==> src/rtl/kcc_pkg.sv <==
// Package for the keyword category counter: widths, request and category
// codes, item and command types, the delimiter set and the keyword table.
// No dependencies.
package kcc_pkg;

  localparam int MAX_TOKEN_LEN  = 16;
  localparam int COUNT_BITS     = 32;
  localparam int COUNT_OUT_BITS = 32;
  localparam int NUM_CATS       = 14;
  localparam int TOK_BITS       = MAX_TOKEN_LEN * 8;
  localparam int LEN_BITS       = $clog2(MAX_TOKEN_LEN + 1);

  typedef enum logic [1:0] {
    REQ_CHAR   = 2'd0,
    REQ_EOL    = 2'd1,
    REQ_REPORT = 2'd2
  } req_e;

  typedef enum logic [3:0] {
    CAT_TYPE        = 4'd0,
    CAT_CONDITIONAL = 4'd1,
    CAT_LOOP        = 4'd2,
    CAT_STRUCTURE   = 4'd3,
    CAT_MEMBER      = 4'd4,
    CAT_NAMESPACE   = 4'd5,
    CAT_CAST        = 4'd6,
    CAT_MEMORY      = 4'd7,
    CAT_EXCEPTION   = 4'd8,
    CAT_MISC        = 4'd9,
    CAT_ASM         = 4'd10,
    CAT_GOTO        = 4'd11,
    CAT_MUTABLE     = 4'd12,
    CAT_UNION       = 4'd13
  } cat_e;

  typedef enum logic {
    CMD_BUMP   = 1'b0,
    CMD_REPORT = 1'b1
  } cmd_kind_e;

  typedef struct packed {
    logic [1:0] req_type;
    logic [7:0] char_code;
  } in_item_t;

  typedef struct packed {
    logic [3:0]                category;
    logic [COUNT_OUT_BITS-1:0] count;
    logic                      last_of_report;
  } out_item_t;

  // One command from the front to the back: a counter bump or a report.
  typedef struct packed {
    cmd_kind_e kind;
    cat_e      cat;
    logic      has_extra;
    cat_e      extra;
  } cmd_t;

  typedef struct packed {
    logic hit;
    cat_e cat;
    logic has_extra;
    cat_e extra;
  } match_t;

  function automatic logic is_delim(input logic [7:0] c);
    logic d;
    unique case (c)
      8'h00, 8'h09, 8'h0D, 8'h20, 8'h28, 8'h29, 8'h7B, 8'h7D, 8'h3C,
      8'h3E, 8'h3B, 8'h3D, 8'h2D, 8'h2B, 8'h2A, 8'h2F, 8'h21, 8'h25,
      8'h5E, 8'h26, 8'h7C, 8'h3A, 8'h2C, 8'h2E, 8'h3F, 8'h7E: d = 1'b1;
      default: d = 1'b0;
    endcase
    return d;
  endfunction

  // The token is held right-justified with zero bytes above it. Token
  // characters are never zero, so the value alone fixes both text and length.
  function automatic match_t kw_match(input logic [TOK_BITS-1:0] tok);
    match_t m;
    m.hit       = 1'b1;
    m.cat       = CAT_TYPE;
    m.has_extra = 1'b0;
    m.extra     = CAT_TYPE;
    unique case (tok)
      TOK_BITS'("auto"), TOK_BITS'("bool"), TOK_BITS'("char"),
      TOK_BITS'("char8_t"), TOK_BITS'({"char16", "_t"}), TOK_BITS'({"char32", "_t"}),
      TOK_BITS'("const"), TOK_BITS'("double"), TOK_BITS'("extern"),
      TOK_BITS'("float"), TOK_BITS'("inline"), TOK_BITS'("int"),
      TOK_BITS'("long"), TOK_BITS'("noexcept"), TOK_BITS'("short"),
      TOK_BITS'("static"), TOK_BITS'("unsigned"), TOK_BITS'("volatile"),
      TOK_BITS'("wchar_t"): m.cat = CAT_TYPE;
      TOK_BITS'("case"), TOK_BITS'("default"), TOK_BITS'("if"),
      TOK_BITS'("else"), TOK_BITS'("switch"): m.cat = CAT_CONDITIONAL;
      TOK_BITS'("do"), TOK_BITS'("for"), TOK_BITS'("while"): m.cat = CAT_LOOP;
      TOK_BITS'("class"), TOK_BITS'("enum"), TOK_BITS'("struct"):
        m.cat = CAT_STRUCTURE;
      TOK_BITS'("explicit"), TOK_BITS'("friend"), TOK_BITS'("operator"),
      TOK_BITS'("private"), TOK_BITS'("protected"), TOK_BITS'("public"):
        m.cat = CAT_MEMBER;
      TOK_BITS'("namespace"), TOK_BITS'("using"): m.cat = CAT_NAMESPACE;
      TOK_BITS'({"const", "_cast"}), TOK_BITS'({"dynamic", "_cast"}),
      TOK_BITS'({"reinterpret", "_cast"}), TOK_BITS'({"static", "_cast"}):
        m.cat = CAT_CAST;
      TOK_BITS'("delete"), TOK_BITS'("new"): m.cat = CAT_MEMORY;
      TOK_BITS'("catch"), TOK_BITS'("throw"), TOK_BITS'("try"):
        m.cat = CAT_EXCEPTION;
      TOK_BITS'("constexpr"), TOK_BITS'("return"), TOK_BITS'("sizeof"),
      TOK_BITS'("template"): m.cat = CAT_MISC;
      TOK_BITS'("asm"): begin
        m.cat       = CAT_MISC;
        m.has_extra = 1'b1;
        m.extra     = CAT_ASM;
      end
      TOK_BITS'("goto"): begin
        m.cat       = CAT_CONDITIONAL;
        m.has_extra = 1'b1;
        m.extra     = CAT_GOTO;
      end
      TOK_BITS'("mutable"): begin
        m.cat       = CAT_TYPE;
        m.has_extra = 1'b1;
        m.extra     = CAT_MUTABLE;
      end
      TOK_BITS'("union"): begin
        m.cat       = CAT_STRUCTURE;
        m.has_extra = 1'b1;
        m.extra     = CAT_UNION;
      end
      default: m.hit = 1'b0;
    endcase
    return m;
  endfunction

endpackage

==> src/rtl/kcc_front.sv <==
// Front end of the keyword category counter: accepts items, assembles tokens
// and classifies each finished token into a command. Depends on kcc_pkg.
module kcc_front (
  input  logic              clk_i,
  input  logic              rst_ni,
  input  logic              in_valid_i,
  output logic              in_stall_o,
  input  kcc_pkg::in_item_t in_i,
  input  logic              q_full_i,
  output logic              push_o,
  output kcc_pkg::cmd_t     cmd_o
);
  import kcc_pkg::*;

  logic [TOK_BITS-1:0] tok_q, tok_d;
  logic [LEN_BITS-1:0] len_q, len_d;
  logic                overlong_q, overlong_d;
  logic                accept, finish, is_char, is_report;
  match_t              m;

  assign in_stall_o = q_full_i;
  assign accept     = in_valid_i && !q_full_i;
  assign is_char    = (in_i.req_type == REQ_CHAR);
  assign is_report  = (in_i.req_type == REQ_REPORT);
  assign finish     = accept && ((is_char && is_delim(in_i.char_code)) ||
                                 (in_i.req_type == REQ_EOL));
  assign m          = kw_match(tok_q);

  always_comb begin
    tok_d      = tok_q;
    len_d      = len_q;
    overlong_d = overlong_q;
    if (finish) begin
      tok_d      = '0;
      len_d      = '0;
      overlong_d = 1'b0;
    end else if (accept && is_char) begin
      if (len_q == LEN_BITS'(MAX_TOKEN_LEN)) begin
        overlong_d = 1'b1;
      end else begin
        tok_d = {tok_q[TOK_BITS-9:0], in_i.char_code};
        len_d = len_q + 1'b1;
      end
    end
  end

  always_comb begin
    cmd_o.kind      = is_report ? CMD_REPORT : CMD_BUMP;
    cmd_o.cat       = m.cat;
    cmd_o.has_extra = m.has_extra;
    cmd_o.extra     = m.extra;
    push_o = (accept && is_report) || (finish && !overlong_q && m.hit);
  end

  always_ff @(posedge clk_i or negedge rst_ni) begin
    if (!rst_ni) begin
      tok_q      <= '0;
      len_q      <= '0;
      overlong_q <= 1'b0;
    end else begin
      tok_q      <= tok_d;
      len_q      <= len_d;
      overlong_q <= overlong_d;
    end
  end

endmodule

==> src/rtl/kcc_cmd_fifo.sv <==
// Short command queue between the front and back ends of the keyword
// category counter. Depends on kcc_pkg.
module kcc_cmd_fifo (
  input  logic          clk_i,
  input  logic          rst_ni,
  input  logic          push_i,
  input  kcc_pkg::cmd_t cmd_i,
  output logic          full_o,
  input  logic          pop_i,
  output logic          valid_o,
  output kcc_pkg::cmd_t cmd_o
);
  import kcc_pkg::*;

  localparam int Depth    = 4;
  localparam int PtrBits  = $clog2(Depth);
  localparam int CntBits  = $clog2(Depth + 1);

  cmd_t               mem_q [Depth];
  logic [PtrBits-1:0] wr_q, rd_q;
  logic [CntBits-1:0] cnt_q;
  logic               do_push, do_pop;

  assign full_o  = (cnt_q == CntBits'(Depth));
  assign valid_o = (cnt_q != '0);
  assign cmd_o   = mem_q[rd_q];
  assign do_push = push_i && !full_o;
  assign do_pop  = pop_i && valid_o;

  always_ff @(posedge clk_i) begin
    if (do_push) begin
      mem_q[wr_q] <= cmd_i;
    end
  end

  always_ff @(posedge clk_i or negedge rst_ni) begin
    if (!rst_ni) begin
      wr_q  <= '0;
      rd_q  <= '0;
      cnt_q <= '0;
    end else begin
      if (do_push) begin
        wr_q <= wr_q + 1'b1;
      end
      if (do_pop) begin
        rd_q <= rd_q + 1'b1;
      end
      if (do_push && !do_pop) begin
        cnt_q <= cnt_q + 1'b1;
      end else if (do_pop && !do_push) begin
        cnt_q <= cnt_q - 1'b1;
      end
    end
  end

endmodule

==> src/rtl/kcc_back.sv <==
// Back end of the keyword category counter: holds the fourteen saturating
// counters, applies bumps and streams reports. Depends on kcc_pkg.
module kcc_back (
  input  logic               clk_i,
  input  logic               rst_ni,
  input  logic               cmd_valid_i,
  input  kcc_pkg::cmd_t      cmd_i,
  output logic               pop_o,
  output logic               out_valid_o,
  input  logic               out_stall_i,
  output kcc_pkg::out_item_t out_o
);
  import kcc_pkg::*;

  localparam logic [3:0] LastCat = 4'(NUM_CATS - 1);

  logic [COUNT_BITS-1:0] cnt_q [NUM_CATS];
  logic [3:0]            idx_q;
  logic                  out_valid_q;
  out_item_t             out_q;
  logic                  out_free, do_report, do_bump;
  logic [63:0]           rd_ext;
  logic [COUNT_OUT_BITS-1:0] rd_sat;

  assign out_free  = !out_valid_q || !out_stall_i;
  assign do_report = cmd_valid_i && (cmd_i.kind == CMD_REPORT) && out_free;
  assign do_bump   = cmd_valid_i && (cmd_i.kind == CMD_BUMP);
  assign pop_o     = do_bump || (do_report && (idx_q == LastCat));

  // A wide counter reads out clamped to the width of the count field.
  assign rd_ext = 64'(cnt_q[idx_q]);
  assign rd_sat = (rd_ext > 64'(COUNT_OUT_BITS'('1))) ? '1 : rd_ext[COUNT_OUT_BITS-1:0];

  always_ff @(posedge clk_i or negedge rst_ni) begin
    if (!rst_ni) begin
      for (int k = 0; k < NUM_CATS; k++) begin
        cnt_q[k] <= '0;
      end
    end else begin
      for (int k = 0; k < NUM_CATS; k++) begin
        if (do_report && (idx_q == 4'(k))) begin
          cnt_q[k] <= '0;
        end else if (do_bump && ((cmd_i.cat == cat_e'(k)) ||
                                 (cmd_i.has_extra && (cmd_i.extra == cat_e'(k)))) &&
                     (cnt_q[k] != '1)) begin
          cnt_q[k] <= cnt_q[k] + 1'b1;
        end
      end
    end
  end

  always_ff @(posedge clk_i or negedge rst_ni) begin
    if (!rst_ni) begin
      idx_q       <= '0;
      out_valid_q <= 1'b0;
    end else begin
      if (do_report) begin
        idx_q       <= (idx_q == LastCat) ? '0 : idx_q + 1'b1;
        out_valid_q <= 1'b1;
      end else if (!out_stall_i) begin
        out_valid_q <= 1'b0;
      end
    end
  end

  always_ff @(posedge clk_i) begin
    if (do_report) begin
      out_q.category       <= idx_q;
      out_q.count          <= rd_sat;
      out_q.last_of_report <= (idx_q == LastCat);
    end
  end

  assign out_valid_o = out_valid_q;
  assign out_o       = out_q;

endmodule

==> src/rtl/keyword_category_counter_top.sv <==
// Top level of the keyword category counter: front end, command queue and
// back end. Depends on kcc_pkg, kcc_front, kcc_cmd_fifo and kcc_back.

// The block takes one item per cycle while not stalled: characters, line
// ends and report requests. Tokens are built in the front end, and a
// finished token is matched against the keyword table in the cycle it
// ends; a hit becomes a counter bump in a four-entry command queue. The
// back end applies one bump per cycle, and a report occupies it until all
// fourteen counts are sent, one per cycle while the output is not stalled,
// clearing each counter as it is sent. During a report the front end keeps
// taking characters until four commands wait; only then is the input stalled.
module keyword_category_counter_top (
  input  logic               clk_i,
  input  logic               rst_ni,
  input  logic               in_valid_i,
  output logic               in_stall_o,
  input  kcc_pkg::in_item_t  in_i,
  output logic               out_valid_o,
  input  logic               out_stall_i,
  output kcc_pkg::out_item_t out_o
);
  import kcc_pkg::*;

  logic q_full, push, pop, head_valid;
  cmd_t push_cmd, head_cmd;

  kcc_front u_front (
    .clk_i     (clk_i),
    .rst_ni    (rst_ni),
    .in_valid_i(in_valid_i),
    .in_stall_o(in_stall_o),
    .in_i      (in_i),
    .q_full_i  (q_full),
    .push_o    (push),
    .cmd_o     (push_cmd)
  );

  kcc_cmd_fifo u_fifo (
    .clk_i  (clk_i),
    .rst_ni (rst_ni),
    .push_i (push),
    .cmd_i  (push_cmd),
    .full_o (q_full),
    .pop_i  (pop),
    .valid_o(head_valid),
    .cmd_o  (head_cmd)
  );

  kcc_back u_back (
    .clk_i      (clk_i),
    .rst_ni     (rst_ni),
    .cmd_valid_i(head_valid),
    .cmd_i      (head_cmd),
    .pop_o      (pop),
    .out_valid_o(out_valid_o),
    .out_stall_i(out_stall_i),
    .out_o      (out_o)
  );

endmodule
==> config.mk <==
export PLATFORM = sky130hd
export DESIGN_NAME = keyword_category_counter_top
export DESIGN_NICKNAME = d
export VERILOG_FILES = /design/src/rtl/kcc_pkg.sv /design/src/rtl/kcc_front.sv /design/src/rtl/kcc_cmd_fifo.sv /design/src/rtl/kcc_back.sv /design/src/rtl/keyword_category_counter_top.sv
export SDC_FILE = /design/constraint.sdc
export NUM_CORES = 2
export LEC_CHECK = 0
export ABC_AREA = 1
export BUFFER_PORTS_ARGS = -buffer_cell sky130_fd_sc_hd__clkbuf_2
export CAP_MARGIN = 25
export CORE_UTILIZATION = 30
export DETAILED_ROUTE_END_ITERATION = 16
export PLACE_DENSITY = 0.4
export SYNTH_ARGS = -nofsm -noshare
export SYNTH_HDL_FRONTEND = slang
export SYNTH_SLANG_ARGS = --single-unit
==> constraint.sdc <==
create_clock -name clk_i -period 4.45 [get_ports clk_i]
set_clock_uncertainty 0.1 [all_clocks]
set_input_delay 0.6675 -clock clk_i [delete_from_list [all_inputs] [get_ports clk_i]]
set_output_delay 0.6675 -clock clk_i [all_outputs]
set_load 0.05 [all_outputs]
==> run summary <==
The flow ran to the end, and the final reports show no timing, DRC or antenna violations. Clock sink total: 667. The count of cells in the finished layout, fillers not included, comes to 7,665.

The netlist uses 69 different library cells. The time the final worst path needs with I/O delays and setup was 3.98 ns; the area added between synthesis and finish was 13.8%. The synthesized netlist net count was 5,752; the number of pins exceeding their max-slew limit in the final report was 0.

Using the TritonRoute via totals, the vias-per-cell ratio works out to 5.23. The worst hold path belongs to the class in -> reg. For the headroom to the max-slew limit, the log shows 39.8%.

The highest clock frequency the design can meet was 0.251 GHz; the global-route total usage across every layer was 24.3%. The floorplan step defined a die boundary enclosing 138,000 um2. The die is 371 um wide. Leaving out fill and tap cells, the most frequent cell in the layout is nand2_1. The mapped netlist covers 40,900 um2. The via count is 40,100.

The cell that appears most often on the critical path is nand2_1. The tree is rooted in a clkbuf_16. For this run, the leading register cell type out of synthesis is dfrtp_1. In the synthesized netlist the async set-or-reset flop fraction comes to 89.1%.

Setup repair after global routing left no endpoint under its margin. The worst setup path is of the reg -> reg kind. After clock tree synthesis, the clock-pin slew on the worst setup and hold paths is 0.06 ns. In the final timing run, aggregate negative setup slack is 0 ns. Once detail routing completed, the nets flagged for antenna violations numbered 0. The initial detailed-routing violation count is 3,335, and the via count of the first global-routing pass is 39,100. 53 I/O pins were placed. The worst register-to-register path has a setup slack of 0.47 ns.

For the global-route wire length before repair, the log shows 253 mm. The antenna diode instance count was 0. Counting both buffers and inverters, the worst setup path holds a total of 2.

After legalization and detailed placement, the total HPWL measured 131 mm. TritonCTS built the clock tree. The final clock period utilization by the worst path is 89.5%. The utilization of the core after routing was 34.4%. The largest buffer count on any clock path is 3. The residual DRC count was 0; the peak fanout along the critical path was 16. The run gives 5,852 as the number of nets in the finished design.

Setup violations remaining at the end of the flow were counted as 0. The largest net degree at the start of global routing came out at 128. In this design, the stage delay of the slowest critical-path cell is 0.50 ns. For the worst hold margin, the log shows 0.175 ns.

The total of max-cap violations came out at 0. The logs give 0 for the final hold violation count and 5,711 for the number of instances in the synthesized netlist. Synthesis inferred 667 register bits. Clock latency on the worst-skew pair, taken at its later pin, is 0.70 ns.

TritonCTS created 87 clock buffers. Walking the worst path, the cells encountered are nor2_1 > nand2_1 > nor2_2 > nand2_1 > nor2_1 > nand2_1 > inv_1 > o211ai_1 > nand2_1 > nor2_1 > nand2_1 > nor2_1 > nand2_1 > nand2_2 > nand2_2 > ha_1 > inv_1 > fa_1 > a21oi_1 > o21ai_0 > xor2_1. The clock tree synthesis step divided the H-tree into 3 levels. At the end of routability-driven placement, the weighted congestion stood at 0.972. The floorplan has 135 rows. At the pin with the least slew margin, the transition time is 0.904 ns. The warning count from the yosys run is 0. Of the synthesized area, sequential elements account for 41.7%. The top cell types in the final layout, fill and taps aside, are 1,127 x nand2_1, 792 x nor2_1, 764 x inv_1. Mean instance size in the synthesized netlist: 7.16 um2. In the final routed layout, each cell accounts on average for 22.1 um. The tools report the kind of start point of the critical path as a flip-flop. The run gives 4.44 ns as the arrival time at the worst endpoint.

Counting flops with a built-in enable in the synthesized netlist gives 73. The gate family responsible for the most delay along the worst path was simple AND/OR/NAND/NOR gates. The type of element capturing the critical path is a flip-flop.

The number of iterations in the first detailed-routing pass was 6. The die extent in y came out at 371 um. The logs give 4.90 ns for the worst endpoint required time and 30.2% for the starting density of the core.

The fraction of final layout cells with drive strength greater than 1 is 7.36%. The tools report the total instance count after detailed placement as 7,502. For this block, the routed nets add up to 169 mm of wire.

The reported leakage power is 18.9 nW. For this design, the slowest cell found on the critical path is inv_1. The post-CTS setup buffer count was 0; the aggregate global routing overflow was 0. The power density over cell area works out to 584 nW/um2. The tools report the worst voltage drop across the vdd grid as 336 uV. The number of antenna violations at the first check in global routing is 3, and the core footprint is 135,000 um2. The count of buffers added on input and output ports is 52. For the post-layout total power, the log shows 27.2 mW.
layout make-up:
cell class,instances,area (um2)
fillers,14600,88700
well taps,1781,2230
flip-flops and latches,667,17100
inverters,799,3000
multi-input cells,4088,20200
repair buffers,168,1280
clock inverters,38,350
clock buffers,124,2490
where the power goes:
group | total, mW | switching, mW | internal [mW]
Sequential | 9.45 | 1.48 | 7.97
Clock | 7.14 | 3.00 | 4.14
Combinational | 10.6 | 7.92 | 2.71
Total | 27.2 | 12.4 | 14.8
cells by family after synthesis:
kind of cell,synth area share [%]
compound gates,16.4
xor+xnor,1.58
fa+ha+maj,0.844
buf+inv,9.07
flops,41.7
mux,0.0275
simple gates,30.3
synth_stat cells, drive strengths merged, types with 2 or more instances:
master	n	area [um2]
a221oi	4	35.0
nand2	1155	4440
a22oi	21	158
clkinv	7	26.3
a2bb2oi	2	17.5
o221ai	7	61.3
a31oi	18	113
dfrtp	594	14900
nor3b	8	60.1
nand4	166	1040
o41ai	3	26.3
xor2	69	604
nand3	290	1520
nand3b	12	103
a21oi	289	1450
or4	2	15.0
nor3	263	1410
and2	2	12.5
o21a	36	270
xnor2	5	43.8
nor4	81	519
or2	4	25.0
a21o	8	60.1
a211oi	13	97.6
and3	3	18.8
o21ai	414	2090
o2111ai	6	52.6
clkbuf	95	357
o211ai	26	195
a22o	5	43.8
o311ai	2	17.5
a21boi	9	67.6
edfxtp	73	2190
o31ai	33	248
o22ai	270	1690
inv	792	2980
ha	26	325
nor2	828	3230
buf	62	353
state kept, by name, indices dropped and copies added (netlist names):
| register | cells |
|---|---|
| u_back.cnt_q | 448 |
| u_back.idx_q | 4 |
| u_back.out_o | 37 |
| u_back.out_valid_o | 1 |
| u_fifo.cnt_q | 3 |
| u_fifo.mem_q | 36 |
| u_fifo.rd_q | 2 |
| u_fifo.wr_q | 2 |
| u_front.len_q | 5 |
| u_front.overlong_q | 1 |
| u_front.tok_q | 128 |
final timing paths:
kind                                                  end  depth (start not counted)                     startpoint
max in group asynchronous  u_back.out_valid_o$_DFFE_PN0P_                          3                         rst_ni
min in group asynchronous   u_back.cnt_q[212]$_DFFE_PN0P_                          2                         rst_ni
max reg2reg                   u_fifo.cnt_q[2]$_DFFE_PN0P_                         21  u_front.tok_q[74]$_DFFE_PN0P_
min reg2reg                 u_back.cnt_q[354]$_DFFE_PN0P_                          1  u_back.cnt_q[354]$_DFFE_PN0P_
min                          u_front.tok_q[4]$_DFFE_PN0P_                          3                        in_i[4]
max                           u_fifo.cnt_q[2]$_DFFE_PN0P_                         21  u_front.tok_q[74]$_DFFE_PN0P_
tightest hold or removal path, delay by kind of cell:
kind	cells	cell delay (ns)
compound gates	1	0.07
buf+inv	2	0.17
per-stage QoR:
stage / worst slack (ns) / area, um2
global route: 0.0342 / 46600
CTS: 0.508 / 46600
floorplan: 0.905 / 40900
finish: 0.466 / 46600
global placement: 0.513 / 43700
detailed placement: 0.507 / 43700
layer usage:
| metal | GRT usage (%) | share of wire [%] | wire length [um] |
|---|---|---|---|
| met1 | 33.6 | 47 | 79200 |
| met2 | 39.5 | 46 | 78200 |
| met3 | 2.59 | 3.8 | 6470 |
| met4 | 7.56 | 3.1 | 5260 |
| met5 | 0 | 0.0077 | 13 |
timing repair:
action,in CTS,in global routing
hold buffers,1,0
resized for setup,0,0
endpoints found under the hold margin,61,0
(Power assumes the default switching activity.)
